## src/design/led_pattern_blinker_macros.svh

```systemverilog
`ifndef LED_PATTERN_BLINKER_MACROS_SVH
`define LED_PATTERN_BLINKER_MACROS_SVH

// concurrent check on an explicit clock and active-low reset
`define LPB_ASSERT_CLK(lbl, clk, rst_n, prop) \
  lbl: assert property (@(posedge clk) disable iff (!rst_n) prop) \
    else $error("lpb check failed");

// concurrent check on the block clock and reset
`define LPB_ASSERT(lbl, prop) \
  `LPB_ASSERT_CLK(lbl, clk_i, rst_ni, prop)

`endif

```

## src/design/lpb_pkg.sv

```systemverilog
package lpb_pkg;

  localparam int unsigned MaxSteps = 16;
  localparam int unsigned LenW = 5;
  localparam int unsigned IdxW = 4;
  localparam int unsigned AddrW = 5;

  localparam logic [LenW-1:0] LenCap = LenW'(MaxSteps > 16 ? 16 : MaxSteps);
  localparam logic [31:0] HoldMs = 32'd100;
  localparam logic [31:0] MsPerSec = 32'd1000;

  localparam logic [1:0] CmdStep = 2'd0;
  localparam logic [1:0] CmdStart = 2'd1;
  localparam logic [1:0] CmdStop = 2'd2;

  localparam logic [1:0] ModeStopped = 2'd0;
  localparam logic [1:0] ModeForever = 2'd1;
  localparam logic [1:0] ModeTimer = 2'd2;
  localparam logic [1:0] ModeCounter = 2'd3;

  localparam logic [1:0] PhaseDrive = 2'd0;
  localparam logic [1:0] PhaseHold = 2'd1;
  localparam logic [1:0] PhaseNext = 2'd2;

  localparam logic [1:0] LampKeep = 2'd0;
  localparam logic [1:0] LampOn = 2'd1;
  localparam logic [1:0] LampOff = 2'd2;

  localparam logic [1:0] ReasonNone = 2'd0;
  localparam logic [1:0] ReasonAbort = 2'd1;
  localparam logic [1:0] ReasonExpire = 2'd2;

  localparam logic [2:0] RegSteps = 3'd0;
  localparam logic [2:0] RegLength = 3'd1;
  localparam logic [2:0] RegKind = 3'd2;
  localparam logic [2:0] RegLimit = 3'd3;
  localparam logic [2:0] RegActiveLow = 3'd4;

  typedef struct packed {
    logic [1:0]  command;
    logic        condition;
    logic [31:0] now_ms;
  } in_t;

  typedef struct packed {
    logic pin_level;
    logic ok;
    logic expired;
    logic aborted;
    logic running;
  } out_t;

  typedef struct packed {
    logic [31:0]     pattern_steps;
    logic [LenW-1:0] pattern_length;
    logic            run_kind;
    logic [15:0]     run_limit;
    logic [31:0]     limit_ms;
    logic            active_low;
  } cfg_t;

  typedef struct packed {
    logic [1:0]      run_mode;
    logic            started;
    logic [1:0]      phase;
    logic [IdxW-1:0] step_index;
    logic [31:0]     step_start_ms;
    logic [31:0]     end_ms;
    logic [15:0]     passes_left;
    logic            lamp_on;
    logic [1:0]      end_reason;
  } state_t;

endpackage

```

## src/design/lpb_step.sv

```systemverilog
module lpb_step (
  input  lpb_pkg::cfg_t   cfg_i,
  input  lpb_pkg::state_t state_i,
  input  lpb_pkg::in_t    word_i,
  output lpb_pkg::state_t state_o,
  output lpb_pkg::out_t   result_o
);

  logic [lpb_pkg::LenW-1:0] len;
  logic                     do_adv;
  logic                     adv_ok;
  logic [31:0]              end_ms;
  logic [lpb_pkg::LenW-1:0] idx_inc;
  logic [lpb_pkg::IdxW-1:0] idx_cur;
  logic [1:0]               code;
  lpb_pkg::state_t          s;

  assign len = (cfg_i.pattern_length > lpb_pkg::LenCap) ? lpb_pkg::LenCap
                                                         : cfg_i.pattern_length;

  always_comb begin
    s = state_i;
    do_adv = 1'b0;
    adv_ok = 1'b1;
    end_ms = state_i.started ? state_i.end_ms
                             : word_i.now_ms + cfg_i.limit_ms;
    idx_inc = '0;
    idx_cur = '0;
    code = lpb_pkg::LampKeep;

    unique case (word_i.command)
      lpb_pkg::CmdStart: begin
        s.started = 1'b0;
        s.phase = lpb_pkg::PhaseDrive;
        s.step_index = '0;
        s.passes_left = cfg_i.run_limit;
        if (cfg_i.run_limit == '0) begin
          s.run_mode = lpb_pkg::ModeForever;
        end else begin
          s.run_mode = cfg_i.run_kind ? lpb_pkg::ModeCounter : lpb_pkg::ModeTimer;
        end
      end
      lpb_pkg::CmdStop: begin
        if (len != '0) s.lamp_on = 1'b0;
        s.end_reason = lpb_pkg::ReasonAbort;
        s.run_mode = lpb_pkg::ModeStopped;
      end
      lpb_pkg::CmdStep: begin
        unique case (state_i.run_mode)
          lpb_pkg::ModeCounter: begin
            if (state_i.passes_left == '0) begin
              if (len != '0) s.lamp_on = 1'b0;
              s.end_reason = lpb_pkg::ReasonExpire;
              s.run_mode = lpb_pkg::ModeStopped;
            end else begin
              do_adv = 1'b1;
            end
          end
          lpb_pkg::ModeTimer: begin
            s.end_ms = end_ms;
            if (word_i.now_ms > end_ms) begin
              if (len != '0) s.lamp_on = 1'b0;
              s.end_reason = lpb_pkg::ReasonExpire;
              s.run_mode = lpb_pkg::ModeStopped;
            end else begin
              do_adv = 1'b1;
            end
          end
          lpb_pkg::ModeForever: do_adv = 1'b1;
          default: ;
        endcase
      end
      default: ;
    endcase

    if (do_adv) begin
      s.started = 1'b1;
      if (!word_i.condition) begin
        adv_ok = 1'b0;
        if (len != '0) s.lamp_on = 1'b0;
        s.run_mode = lpb_pkg::ModeStopped;
      end else if (len != '0) begin
        unique case (state_i.phase)
          lpb_pkg::PhaseHold: begin
            if (word_i.now_ms > state_i.step_start_ms + lpb_pkg::HoldMs) begin
              s.lamp_on = 1'b0;
              s.phase = lpb_pkg::PhaseNext;
            end
          end
          lpb_pkg::PhaseNext: begin
            idx_inc = lpb_pkg::LenW'(state_i.step_index) + lpb_pkg::LenW'(1);
            s.step_index = (idx_inc >= len) ? '0 : idx_inc[lpb_pkg::IdxW-1:0];
            s.phase = lpb_pkg::PhaseDrive;
          end
          default: begin
            idx_cur = (lpb_pkg::LenW'(state_i.step_index) >= len) ? '0
                                                                  : state_i.step_index;
            s.step_index = idx_cur;
            s.step_start_ms = word_i.now_ms;
            code = cfg_i.pattern_steps[{idx_cur, 1'b0} +: 2];
            if (code == lpb_pkg::LampOn) s.lamp_on = 1'b1;
            if (code == lpb_pkg::LampOff) s.lamp_on = 1'b0;
            s.phase = lpb_pkg::PhaseHold;
          end
        endcase
      end
      s.end_reason = adv_ok ? lpb_pkg::ReasonNone : lpb_pkg::ReasonAbort;
      if (state_i.run_mode == lpb_pkg::ModeCounter && s.phase == lpb_pkg::PhaseDrive &&
          s.step_index == '0) begin
        s.passes_left = s.passes_left - 16'd1;
      end
    end
  end

  assign state_o = s;

  assign result_o.pin_level = s.lamp_on ^ cfg_i.active_low;
  assign result_o.ok = (s.run_mode != lpb_pkg::ModeStopped);
  assign result_o.expired = s.end_reason[1];
  assign result_o.aborted = s.end_reason[0];
  assign result_o.running = (s.run_mode != lpb_pkg::ModeStopped);

endmodule

```

## src/design/led_pattern_blinker.sv

```systemverilog
// the result word is registered and appears in the cycle after its input word is accepted
// one word per cycle unless a result waits; the update is one compare and select pass
// the result register lets a new word enter while the previous result is being taken
// reset: asynchronous, active low; run stopped, lamp off, all but res_q at defaults
`include "led_pattern_blinker_macros.svh"

module led_pattern_blinker (
  input  logic                        clk_i,
  input  logic                        rst_ni,
  input  logic                        in_valid_i,
  output logic                        in_ready_o,
  input  lpb_pkg::in_t                in_data_i,
  output logic                        out_valid_o,
  input  logic                        out_ready_i,
  output lpb_pkg::out_t               out_data_o,
  input  logic                        psel,
  input  logic                        penable,
  input  logic                        pwrite,
  input  logic [lpb_pkg::AddrW-1:0]   paddr,
  input  logic [31:0]                 pwdata,
  output logic [31:0]                 prdata,
  output logic                        pready
);

  lpb_pkg::cfg_t   cfg_q;
  lpb_pkg::state_t state_q;
  lpb_pkg::state_t state_d;
  lpb_pkg::out_t   res_q;
  lpb_pkg::out_t   res_d;
  logic            res_valid_q;
  logic            in_accept;
  logic            cfg_wr;
  logic [2:0]      reg_idx;

  assign pready = 1'b1;
  assign reg_idx = paddr[lpb_pkg::AddrW-1:2];
  assign cfg_wr = psel && penable && pwrite && pready;

  always_ff @(posedge clk_i or negedge rst_ni) begin
    if (!rst_ni) begin
      cfg_q.pattern_steps <= 32'd41;
      cfg_q.pattern_length <= lpb_pkg::LenW'(3);
      cfg_q.run_kind <= 1'b0;
      cfg_q.run_limit <= '0;
      cfg_q.limit_ms <= '0;
      cfg_q.active_low <= 1'b0;
    end else if (cfg_wr) begin
      unique case (reg_idx)
        lpb_pkg::RegSteps: cfg_q.pattern_steps <= pwdata;
        lpb_pkg::RegLength: cfg_q.pattern_length <= pwdata[lpb_pkg::LenW-1:0];
        lpb_pkg::RegKind: cfg_q.run_kind <= pwdata[0];
        lpb_pkg::RegLimit: begin
          cfg_q.run_limit <= pwdata[15:0];
          cfg_q.limit_ms <= {16'd0, pwdata[15:0]} * lpb_pkg::MsPerSec;
        end
        lpb_pkg::RegActiveLow: cfg_q.active_low <= pwdata[0];
        default: ;
      endcase
    end
  end

  always_comb begin
    unique case (reg_idx)
      lpb_pkg::RegSteps: prdata = cfg_q.pattern_steps;
      lpb_pkg::RegLength: prdata = 32'(cfg_q.pattern_length);
      lpb_pkg::RegKind: prdata = 32'(cfg_q.run_kind);
      lpb_pkg::RegLimit: prdata = 32'(cfg_q.run_limit);
      lpb_pkg::RegActiveLow: prdata = 32'(cfg_q.active_low);
      default: prdata = '0;
    endcase
  end

  assign in_ready_o = !res_valid_q || out_ready_i;
  assign in_accept = in_valid_i && in_ready_o;

  lpb_step u_step (
    .cfg_i    (cfg_q),
    .state_i  (state_q),
    .word_i   (in_data_i),
    .state_o  (state_d),
    .result_o (res_d)
  );

  always_ff @(posedge clk_i or negedge rst_ni) begin
    if (!rst_ni) begin
      state_q <= '0;
      res_valid_q <= 1'b0;
    end else begin
      if (in_accept) begin
        state_q <= state_d;
        res_valid_q <= 1'b1;
      end else if (out_ready_i) begin
        res_valid_q <= 1'b0;
      end
    end
  end

  always_ff @(posedge clk_i) begin
    if (in_accept) begin
      res_q <= res_d;
    end
  end

  assign out_valid_o = res_valid_q;
  assign out_data_o = res_q;

  `LPB_ASSERT(a_accept_gives_result, in_accept |=> res_valid_q)
  `LPB_ASSERT(a_reason_exclusive, res_valid_q |-> !(res_q.expired && res_q.aborted))
  `LPB_ASSERT(a_stop_ends_run,
    in_accept && in_data_i.command == lpb_pkg::CmdStop |=> !res_q.running && res_q.aborted)
  `LPB_ASSERT(a_ready_when_empty, !res_valid_q |-> in_ready_o)

endmodule
```

## config.mk

```make
export PLATFORM = sky130hd
export DESIGN_NAME = led_pattern_blinker
export DESIGN_NICKNAME = d
export VERILOG_FILES = /design/src/design/lpb_pkg.sv /design/src/design/lpb_step.sv /design/src/design/led_pattern_blinker.sv
export VERILOG_INCLUDE_DIRS = /design/src /design/src/design
export SDC_FILE = /design/constraint.sdc
export NUM_CORES = 1
export LEC_CHECK = 0
export ABC_AREA = 0
export BUFFER_PORTS_ARGS = -buffer_cell sky130_fd_sc_hd__buf_2
export CORE_MARGIN = 5
export CORE_UTILIZATION = 65
export CTS_BUF_LIST = sky130_fd_sc_hd__clkbuf_4 sky130_fd_sc_hd__clkbuf_8 sky130_fd_sc_hd__clkbuf_16
export DETAILED_ROUTE_END_ITERATION = 10
export GPL_TIMING_DRIVEN = 0
export PLACE_DENSITY = 0.85
export RECOVER_POWER = 50
export SYNTH_ARGS = -nofsm -noshare
export SYNTH_HDL_FRONTEND = slang
export SYNTH_HIERARCHICAL = 1
export SYNTH_SLANG_ARGS = --single-unit
```

## constraint.sdc

```tcl
create_clock -name clk_i -period 9.2 [get_ports clk_i]
set_clock_uncertainty 0.1 [all_clocks]
set_input_delay 1.84 -clock clk_i [delete_from_list [all_inputs] [get_ports clk_i]]
set_output_delay 1.84 -clock clk_i [all_outputs]
set_load 0.03 [all_outputs]
```

== Yosys cells after proc, flatten, opt, wreduce, memory -nomap -nowiden ==
Index checks and enable logic that the tools add are counted.
Storage, ports and cells
  flip-flop bits (word level): 175
  word-level logic and storage cells: 119
  output and inout port bits: 40
  input port bits: 79
Cells by class
  bitwise logic cells: 1
  shift operators: 1
  multiply operators: 1
  equality and inequality tests: 16
  $lt $le $gt $ge: 5
  reductions and logical operators: 26
  mux-type cells: 45
  add/subtract/negate cells: 4
Operators with widths (count)
  32-bit one-hot mux with 5 select lines: 1
  38-bit two-way mux: 3
  32-bit > comparator: 2
  32-bit two-way mux: 2
  41-bit two-way mux: 1
  32-bit by 26-bit adder with 32-bit output: 1
  32-bit by 7-bit adder with 32-bit output (second input constant): 1
  16-bit zero test: 2
  16-bit two-way mux: 2
  32-bit by 6-bit indexed part select with 2-bit output: 1
  16-bit by 7-bit multiplier with 23-bit output (second input constant): 1
  19-bit two-way mux: 1
  1-bit two-way mux: 16
  16-bit by 1-bit subtractor with 16-bit output (second input constant): 1
  3-bit one-hot mux with 2 select lines: 2
  2-bit AND reduction: 6
  2-bit equality test (second input constant): 5
  2-bit two-way mux: 5
  2-bit by 1-bit equality test with 1-bit output (second input constant): 4
  4-bit two-way mux: 2
  2-bit one-hot mux with 2 select lines: 2
  4-bit one-hot mux with 2 select lines: 1
  7-bit two-way mux: 1
  3-bit by 2-bit equality test with 1-bit output (second input constant): 2
  other kinds (24): 34

== Depth between registers and ports, before layout ==
Gate-level depths: netlist (run 1).
  word-level depth: 14
  gate-level depth with buffers: 26
  mapped depth without buffers: 25

== Modules after synthesis ==
Netlist (run 1), hierarchy kept.
By module, submodules not included
  led_pattern_blinker: instances 1, area an instance 9525.4 sq um, cells each 777, sequential area each 4385.5 sq um
  lpb_step: instances 1, area an instance 6288.5 sq um, cells each 895, sequential area each 0.0 sq um

== Worst setup path before layout (run 1) ==
OpenSTA, ideal clock, no wires.
  path type: input -> register
  from: input port in_data_i[17] (netlist bit)
  to: register state_q[14] (netlist bit)
  data required time: 8.975 ns
  data arrival time: 6.973 ns
  cell stages on the path: 25
  slack: 2.002 ns
  library setup time: 0.125 ns
  path buffers: 2
  cell sequence: ha_1 clkbuf_1 a21oi_1 a21boi_0 a311o_1 or3b_1 a41o_1 a31oi_1 a21oi_1 a41o_1 mux2i_1 o21ai_0 ha_1 nand4_1 nor3_1 a221oi_1 nand4_1 o21ai_0 o21ai_1 or4_1 buf_4 nor4_4 xnor2_1 o21ai_1 mux2_2
RTL lines
  start, declared: line led_pattern_blinker.sv:12  | input lpb_pkg::in_t in_data_i,
  end signal, assigned: line led_pattern_blinker.sv:90  | state_q <= state_d;
  end, declared: line led_pattern_blinker.sv:26  | lpb_pkg::state_t state_q;

== Final worst setup path (run 1) ==
  from: input port in_data_i[17] (netlist bit)
  to: register state_q[57] (netlist bit)
On the way
  longest elaborated chain between the ends: 8
  elaborated cells between the ends (all ways): 10
  classes of those cells: add/sub: 1; order compare: 1; eq/ne: 3; mux: 4; reduce/logical: 1
RTL lines
  32-bit by 26-bit adder with 32-bit output: line lpb_step.sv:26  | : word_i.now_ms + cfg_i.limit_ms;
  32-bit two-way mux: line lpb_step.sv:25  | end_ms = state_i.started ? state_i.end_ms
  32-bit > comparator *: line lpb_step.sv:61  | if (word_i.now_ms > end_ms) begin
  1-bit two-way mux *: line lpb_step.sv:61
  1-bit one-hot mux with 3 select lines *: line lpb_step.sv:49  | unique case (state_i.run_mode)
  1-bit two-way mux *: line lpb_step.sv:31  | unique case (word_i.command)
  2-bit inequality test (no line)
  5-bit AND reduction (no line) *
Mark *: on every way between the ends. The rest lies on a longest branch, timed or not.
A chain may end at the register's enable or synchronous reset.

==> results of run 1 <==
-- where the power goes --
part	switching, mW	internal [mW]	leakage (nW)
combinational	1.54	1.21	5.69
sequential	0.288	1.03	2.21
clock	0.369	0.384	0.302
total	2.20	2.62	8.20
-- worst max-delay path, cell delays in order --
cell,delay [ns]
buf_2,0.14
ha_1,0.29
clkbuf_1,0.20
a21oi_1,0.17
a21boi_0,0.09
a311o_1,0.33
or3b_1,0.37
a41o_1,0.23
a31oi_1,0.39
a21oi_1,0.23
a41o_1,0.29
mux2i_1,0.22
o21ai_0,0.14
ha_1,0.34
nand4_1,0.18
nor4_1,0.49
o21ai_0,0.16
a31oi_1,0.29
o21ai_0,0.34
and2_1,0.30
nand2_1,0.36
clkbuf_1,0.59
mux2_2,0.42
mux2_2,0.26
-- layer usage --
layer / track usage / vias up / part of all wire
li1: - / 6272 / -
met1: 0.3781 / 6659 / 0.39
met2: 0.5149 / 696 / 0.48
met3: 0.06689 / 160 / 0.087
met4: 0.1438 / 2 / 0.045
met5: 0 / - / 0.00028
-- through the flow --
step                      instances  hold WS (ns)    util  power (mW)  cell area, um2
after CTS                      2152        0.3928  0.7251       4.760           17480
final                          2154        0.3921  0.7233       4.822           17440
after detailed placement       2120        0.3743  0.6995       3.977           16860
after global routing           2154        0.4321  0.7233       5.193           17440
after floorplan                1681        0.3523       -       3.294           15850
after global placement         2119        0.3704  0.6979       3.834           16820
-- final cells by class --
cell class	count	area share
plain buffers	65	0.01679
repair buffers	115	0.03279
diodes	2	0.0002870
clock buffers	18	0.02583
well taps	324	0.02325
clock inverters	14	0.009544
flip-flops and latches	174	0.2515
multi-input cells	1335	0.6170
inverters	107	0.02303
-- registers in the layout, summed over array words and instances, names as in the netlist --
signal and flops:
out_valid_o 1, state_q 92, out_data_o 5, cfg_q 76
-- final timing paths --
path	slack (ns)	cells past startpoint	end	startpoint
min in group asynchronous	2.43	1	state_q[36]	rst_ni
setup reg to reg	1.83	23	state_q[57]	cfg_q[18]
hold reg to reg	0.39	2	cfg_q[8]	cfg_q[8]
setup / recovery	0.76	24	state_q[57]	in_data_i[17]
max in group asynchronous	2.53	2	state_q[23]	rst_ni
hold / removal	0.39	2	cfg_q[8]	cfg_q[8]
-- cells in the mapped netlist (all sizes together), types with 4 or more instances --
library cell	number
nor4	17
inv	107
mux2	178
nand3	42
a21boi	4
nor3	29
dfstp	5
mux4	5
a211oi	15
nor2	111
a22oi	18
a21oi	108
and3	15
a221oi	5
edfxtp	5
o31a	4
dfrtp	164
xor2	36
o31ai	4
xnor2	45
a31oi	13
clkbuf	38
o21ai	88
and2	32
nand2b	15
mux2i	31
nor2b	18
o21a	7
nand4	22
buf	27
ha	162
nand2	151
o211ai	5
a21o	20
and4	9
fa	55
-- cell families (layout without fill, tap and decap cells) --
logic type	after synthesis	in the layout
simple gates	486	486
compound gates	326	326
fa+ha+maj	217	217
mux	214	214
flops	174	174
buf+inv	172	319
xor+xnor	81	81
other cells	2	13
==> flow_metrics.py, run 1 <==
metrics = {
    "yosys": {
        "synth-simple-area-share": 0.1526,
        "seq_area_frac_synth": 0.2773,
        "synthTopCellsByArea": "dfrtp_1 26%, ha_1 13%, mux2_2 12%",
        "yosys_most_used_dff": "dfrtp_1",
        "synth.top_cell.area_share": 0.2595,
        "synthAdderAreaFrac": 0.1978,
        "ys_ff_latch": 174,
        "ys_async_sr_fraction": 0.9713,
        "synth_top_area_cell": "dfrtp_1",
        "synth_edf_count": 5,
        "syn_area_per_cell_um2": 9.458,
        "synth_top_family_by_area": "adder cells",
        "yosys.cell_types.count": 82,
        "synthMuxAreaShare": 0.1535,
        "syn_area_mm2": 0.01581,
        "synthCells": 1672,
        "synth_compound_area_frac": 0.1293,
        "synth-xor-area-share": 0.04486,
        "yosys_warnings": 6,
    },
    "setup_path": {
        "arrival_ns": 8.66,
        "crit_path_start_kind": "primary input",
        "endpoint_kind": "flip-flop",
        "crit_type": "primary input to flip-flop",
        "path_max_fanout": 10,
        "critPathRequiredTime_ns": 9.42,
    },
    "status": {
        "status": "complete, but fails checks",
        "violations": "capacitance limit, slew limit",
    },
    "detailed_routing": {
        "first_iter_violations": 1315,
        "route.detailed.drc": 0,
        "wl_per_cell_um": 19.88,
        "vias_per_cell": 6.402,
        "routed_wl_um": 42820,
        "routed-via-count": 13790,
        "drtAntennaViolNets": 0,
        "first_pass_iters": 8,
    },
    "timing": {
        "rsz0062_at_grt": "no",
        "worst_slack_ns": 0.7565,
        "fmax_ghz": 0.1184,
        "setup_viol": 0,
        "worst_slew_pin_slew_ns": 3.385,
        "hold_viol": 0,
        "finalCritPeriodShare": 0.9178,
        "slew_violations": 172,
        "period_needed_ns": 8.444,
        "maxSlewHeadroom": -1.257,
        "setup_tns_ns": 0,
    },
    "clock_tree": {
        "clock-sinks": 174,
        "cts_setup_buffers": 0,
        "clockBufferDepth": 2,
        "cts_made_buffers": 17,
        "path_clk_slew_ns": 0.07,
        "cts_tree": "done",
        "cts.repair.resized": 0,
        "htreeDepth": 4,
        "hold_buffers": 0,
        "root_buffer": "clkbuf_16",
        "clock_latency_ns": 0.44,
    },
    "floorplanning": {
        "die_w_um": 166.0,
        "coreArea_mm2": 0.02411,
        "floorplan.initialDensity": 0.6560,
        "dieArea_mm2": 0.02755,
        "die_height_um": 166.0,
        "io_pins": 119,
        "rows": 57,
    },
    "grt": {
        "gr-total-overflow": 0,
        "grt_pass1_wl_um": 69820,
        "grt_max_degree": 109,
        "grt_pass1_vias": 13980,
        "antenna_found_initial": 3,
        "grt_usage": 0.3066,
    },
    "job": {
        "maxCapViolations": 2,
    },
    "power": {
        "peakVddDrop_mv": 0.1726,
        "power_density_mw_per_mm2": 276.5,
        "power.static_leakage_nw": 8.197,
    },
    "hold_path": {
        "hold_path_class": "flip-flop to flip-flop",
    },
    "placement": {
        "place.gp.congestion": 0.9611,
        "place.port_buffers": 114,
        "place_ws_ns": 0.5081,
        "hpwlAfterDp_um": 32500,
    },
    "finish": {
        "fin_nets": 2111,
        "filler_cell_count": 1745,
        "drive_gt1_frac": 0.1975,
        "multi_input_area_mm2": 0.01076,
        "syn2layout_area_growth_pct": 10.26,
        "final_common_cell": "mux2_2",
        "most-common-layout-cells": "174 x mux2_2, 164 x dfrtp_1, 162 x ha_1, 151 x nand2_1, 120 x buf_2",
        "regArea_mm2": 0.004385,
    },
}
No activity file was read; power rests on OpenSTA's default activity.
==> run 2, diff against run 1 <==
CORE_UTILIZATION = 62   (was 65)
PLACE_DENSITY = 0.82   (was 0.85)
clock period = 8.4 ns   (was 9.2 ns; I/O delays follow)
==> run 2 against run 1 <==
The run still ends with capacitance limit, slew limit left. Design area grew 0.18%. Sequential cell count unchanged. Via count fell by 1.9%. Largest cell class unchanged.
==> flow_metrics.py, run 2 (same netlist as run 1, synthesis figures left out) <==
metrics = {
    "setup_path": {
        "crit_type": "primary input to flip-flop",
        "r2r_setup_slack_ns": 1.18,
        "critPathRequiredTime_ns": 8.62,
        "path_max_fanout": 10,
        "startpoint": "in_data_i[17]",
        "worstSetupEndpoint": "state_q[61]",
        "r2r-start": "cfg_q[18]",
        "crit_path_start_kind": "primary input",
        "reg2reg_to": "state_q[61]",
        "arrival_ns": 8.34,
        "endpoint_kind": "flip-flop",
        "r2r_cells": 23,
    },
    "hold_path": {
        "hold_path_class": "flip-flop to flip-flop",
        "hold_depth": 2,
    },
    "clock_tree": {
        "clock_latency_ns": 0.44,
        "hold_buffers": 0,
        "clock-sinks": 174,
        "path_clk_slew_ns": 0.07,
        "htreeDepth": 4,
        "cts_made_buffers": 17,
        "clockBufferDepth": 2,
        "root_buffer": "clkbuf_16",
        "cts_tree": "done",
    },
    "detailed_routing": {
        "drtAntennaViolNets": 0,
        "first_iter_violations": 1236,
        "route.detailed.drc": 0,
        "first_pass_iters": 5,
        "vias_per_cell": 6.268,
        "wl_per_cell_um": 19.52,
        "routed_wl_um": 42120,
        "routed-via-count": 13530,
    },
    "finish": {
        "largest_reg_flops": 92,
        "top_register": "state_q",
        "most-common-layout-cells": "175 x mux2_2, 164 x dfrtp_1, 162 x ha_1, 151 x nand2_1, 118 x buf_2",
        "fin_cells": 2158,
        "final_core_util": 0.6937,
        "syn2layout_area_growth_pct": 10.46,
        "n_antenna_cell": 0,
        "drive_gt1_frac": 0.1986,
        "final_common_cell": "mux2_2",
        "fin_nets": 2111,
    },
    "power": {
        "power.static_leakage_nw": 8.204,
        "peakVddDrop_mv": 0.2361,
        "power_density_mw_per_mm2": 300.6,
    },
    "floorplanning": {
        "die_height_um": 169.7,
        "floorplan.initialDensity": 0.6280,
        "dieArea_mm2": 0.02880,
        "rows": 58,
        "die_w_um": 169.7,
        "io_pins": 119,
        "coreArea_mm2": 0.02518,
    },
    "grt": {
        "antenna_found_initial": 0,
        "grt_pass1_wl_um": 68170,
        "grt_usage": 0.2940,
        "gr-total-overflow": 0,
        "grt_max_degree": 109,
        "grt_pass1_vias": 13240,
    },
    "timing": {
        "maxSlewHeadroom": -1.257,
        "period_needed_ns": 8.125,
        "finalCritPeriodShare": 0.9673,
        "hold_viol": 0,
        "worst_slack_ns": 0.2751,
        "rsz0062_at_grt": "no",
        "slew_violations": 172,
        "fmax_ghz": 0.1231,
        "worst_slew_pin_slew_ns": 3.385,
        "setup_tns_ns": 0,
        "setup_viol": 0,
    },
    "status": {
        "violations": "capacitance limit, slew limit",
        "status": "complete, but fails checks",
    },
    "placement": {
        "placedCellCount": 2126,
        "place_ws_ns": -0.1947,
        "place.port_buffers": 114,
        "hpwlAfterDp_um": 32440,
        "place.gp.congestion": 0.9706,
    },
    "job": {
        "maxCapViolations": 2,
    },
}
run 2: cell types whose count changed in the layout (fill, tap and decap cells not counted), sizes merged:
cell / previous run / this run
diode: 2 / 0
clkinv: 7 / 8
clkbuf: 64 / 65
buf: 134 / 132
run 2: worst min-delay path by stage:
stage / startpoint / endpoint / slack, ns
CTS: cfg_q[11] / cfg_q[11] / 0.41
finish: cfg_q[11] / cfg_q[11] / 0.40
global placement: cfg_q[6] / cfg_q[6] / 0.37
floorplan: cfg_q[6] / cfg_q[6] / 0.35
global route: cfg_q[10] / cfg_q[10] / 0.44
detailed placement: cfg_q[9] / cfg_q[9] / 0.39
run 2: cell type report:
cell class,instances,area (um2)
buffer,65,296.5
timing repair buffer,115,569.3
inverter,107,401.6
clock buffer,17,425.4
multi-input combinational,1335,10760
clock inverter,15,219.0
tap,330,412.9
fill,1932,7714
sequential,174,4385
run 2: timing repair:
action / 4_1_cts / 5_1_grt
setup endpoints to repair: 0 / 26
buffers inserted: 0 / 0
resized for setup: 0 / 6
run 2: metal layers:
layer / routed length, um / share of wire / vias to the layer above / GRT usage
met5: 0 / 0 / - / 0
met4: 1287 / 0.031 / 0 / 0.09660
met3: 3001 / 0.071 / 99 / 0.03354
met2: 20450 / 0.49 / 580 / 0.4949
met1: 17380 / 0.41 / 6586 / 0.3985
li1: - / - / 6261 / -
run 2: where the power goes:
group          switching (mW)  total (mW)  internal, mW
combinational            1.64        2.96          1.32
sequential              0.312        1.44          1.12
clock                   0.433       0.850         0.417
run 2: critical path, stage by stage:
cell and delay, ns:
buf_2 0.13, ha_1 0.28, clkbuf_1 0.20, a21oi_1 0.17, a21boi_0 0.09, a311o_1 0.34
or3b_1 0.38, a41o_1 0.23, a31oi_1 0.39, a21oi_1 0.21, a41o_1 0.31, mux2i_1 0.20
o21ai_0 0.12, ha_1 0.34, nand4_1 0.18, nor4_1 0.44, o21ai_0 0.20, a31oi_1 0.35
o21ai_0 0.39, and2_1 0.32, nand2_1 0.38, clkbuf_2 0.39, mux2_2 0.37, mux2_2 0.26
run 2: through the flow:
step / instance area, um2 / power, mW / hold slack (ns)
detailed placement: 16870 / 4.338 / 0.3859
CTS: 17510 / 5.216 / 0.4094
finish: 17470 / 5.251 / 0.3999
global route: 17470 / 5.680 / 0.4399
floorplan: 15850 / 3.607 / 0.3523
global placement: 16830 / 4.217 / 0.3715
==> run 3, diff against run 2 <==
clock period = 7.5 ns   (was 8.4 ns; I/O delays follow)
==> run 3 against run 2 <==
The flow still finishes with violations (capacitance limit, slew limit). Via count about the same. Combinational power is 13% higher. Worst hold slack better by 0.0034 ns. Critical endpoint is now state_q[14]. Wire length about the same. Sequential power is 12% higher. Sequential share of layout area fell by 0.086 points. Die area is the same. Power rose by 12%. Sequential cell count is the same. Register-to-register slack worse by 0.25 ns.
==> flow_metrics.py, run 3 (same netlist as run 1, synthesis figures left out) <==
metrics = {
    "timing": {
        "period_needed_ns": 7.284,
        "hold_ws_ns": 0.4033,
        "fmax_ghz": 0.1373,
        "slew_violations": 62,
        "finalCritPeriodShare": 0.9712,
        "hold_viol": 0,
        "setup_viol": 0,
        "worst_slew_pin_slew_ns": 3.519,
        "rsz0062_at_grt": "yes",
        "maxSlewHeadroom": -1.346,
    },
    "clock_tree": {
        "root_buffer": "clkbuf_16",
        "hold_buffers": 0,
        "cts_tree": "done",
        "clock-sinks": 174,
        "cts_made_buffers": 17,
        "clock_latency_ns": 0.44,
        "path_clk_slew_ns": 0.07,
        "clockBufferDepth": 2,
        "htreeDepth": 4,
    },
    "detailed_routing": {
        "first_iter_violations": 1272,
        "first_pass_iters": 6,
        "vias_per_cell": 6.259,
        "routed-wl-met3_um": 2824,
        "drtAntennaViolNets": 0,
        "routed-via-count": 13520,
        "route.met2.wl_um": 20480,
        "wl_per_cell_um": 19.51,
        "wl_met1_um": 17550,
        "top_layer": "met4",
        "routed_wl_um": 42150,
        "route.detailed.drc": 0,
    },
    "floorplanning": {
        "die_height_um": 169.7,
        "io_pins": 119,
        "floorplan.initialDensity": 0.6280,
        "rows": 58,
        "die_w_um": 169.7,
        "dieArea_mm2": 0.02880,
        "coreArea_mm2": 0.02518,
    },
    "grt": {
        "gr-total-overflow": 0,
        "grt_pass1_vias": 13240,
        "grt_max_degree": 109,
        "antenna_found_initial": 0,
        "grt_pass1_wl_um": 68280,
        "grt_usage": 0.2947,
    },
    "setup_path": {
        "cp_top_family": "compound AO/OA/AOI/OAI gates",
        "crit_type": "primary input to flip-flop",
        "r2r-start": "cfg_q[18]",
        "reg2reg_to": "state_q[14]",
        "arrival_ns": 7.51,
        "endpoint_kind": "flip-flop",
        "worst-path-buf-inv": 3,
        "crit_path_start_kind": "primary input",
        "cp_slowest_stage_delay_ns": 0.52,
        "critPathRequiredTime_ns": 7.72,
        "r2r_cells": 25,
        "r2r_setup_slack_ns": 0.93,
        "cpMaxStageDelayCell": "or4_1",
        "path_max_fanout": 10,
        "cp.depth": 26,
    },
    "power": {
        "netSwitchingPower_mw": 2.680,
        "clockPowerShare": 0.161,
        "combPwrFrac": 0.565,
        "power.static_leakage_nw": 8.217,
        "peakVddDrop_mv": 0.2644,
        "power_density_mw_per_mm2": 336.1,
        "p_sw_frac": 0.4549,
        "p_int_mw": 3.211,
        "share_seq_of_total_power": 0.273,
    },
    "job": {
        "maxCapViolations": 1,
    },
    "hold_path": {
        "hp-start": "cfg_q[11]",
        "hold_path_class": "flip-flop to flip-flop",
        "min_to": "cfg_q[11]",
        "hold_depth": 2,
    },
    "placement": {
        "place.gp.congestion": 0.9706,
        "place.port_buffers": 114,
        "hpwlAfterDp_um": 32440,
    },
    "finish": {
        "largest_reg_flops": 92,
        "fin_nets": 2111,
        "most-common-layout-cells": "175 x mux2_2, 164 x dfrtp_1, 162 x ha_1, 150 x nand2_1, 118 x buf_2",
        "final_core_util": 0.6961,
        "regArea_mm2": 0.004385,
        "filler_cell_count": 1918,
        "final_common_cell": "mux2_2",
        "syn2layout_area_growth_pct": 10.84,
        "drive_gt1_frac": 0.2013,
        "top_register": "state_q",
        "multi_input_area_mm2": 0.01079,
    },
    "status": {
        "violations": "capacitance limit, slew limit",
        "status": "complete, but fails checks",
    },
}
run 3: repair_timing:
action,4_1_cts,5_1_grt
hold endpoints to repair,0,0
pin swaps,0,1
resized for setup,6,4
endpoints found under the setup margin,35,42
buffers inserted,0,0
run 3: worst max-delay path by stage:
stage / startpoint / end / slack, ns
floorplan: in_data_i[17] / state_q[14] / 0.64
global placement: in_data_i[17] / state_q[62] / -0.83
detailed placement: in_data_i[17] / state_q[58] / -0.91
CTS: in_data_i[17] / state_q[14] / 0.07
global route: in_data_i[12] / state_q[14] / -0.07
finish: in_data_i[17] / state_q[14] / 0.22
run 3: power by group through the flow:
stage	combinational, mW	sequential [mW]	clock (mW)
2_1_floorplan	2.55	1.49	0
3_3_place_gp	3.13	1.59	0
3_5_place_dp	3.25	1.61	0
4_1_cts	3.29	1.60	0.960
5_1_grt	3.73	1.65	1.00
6_report	3.33	1.61	0.950
run 3: tightest hold or removal path, stage by stage (launching register included):
cell	delay, ns
dfrtp_1	0.36
nand2_1	0.05
o21ai_0	0.06
run 3: per-stage QoR:
stage	setup WS, ns	cell area [um2]	power (mW)	setup TNS [ns]	cells
6_report	0.2162	17530	5.891	0	2160
4_1_cts	0.06784	17530	5.847	0	2158
5_1_grt	-0.06843	17520	6.377	-0.1230	2158
3_5_place_dp	-0.9147	16870	4.859	-32.09	2126
3_3_place_gp	-0.8315	16830	4.723	-27.31	2125
2_1_floorplan	0.6423	15850	4.040	0	1681
run 3: routing by layer:
layer,GRT usage,up-vias
li1,-,6265
met5,0,-
met1,0.4003,6575
met2,0.4946,577
met3,0.03424,102
met4,0.09660,0
run 3: cell type report:
| cell class | count | area share |
|---|---|---|
| clock buffers | 17 | 0.02427 |
| clock inverters | 15 | 0.01249 |
| plain buffers | 65 | 0.01692 |
| repair buffers | 115 | 0.03376 |
| diodes | 2 | 0.0002855 |
| flip-flops and latches | 174 | 0.2502 |
| well taps | 330 | 0.02356 |
| multi-input cells | 1335 | 0.6156 |
| inverters | 107 | 0.02291 |
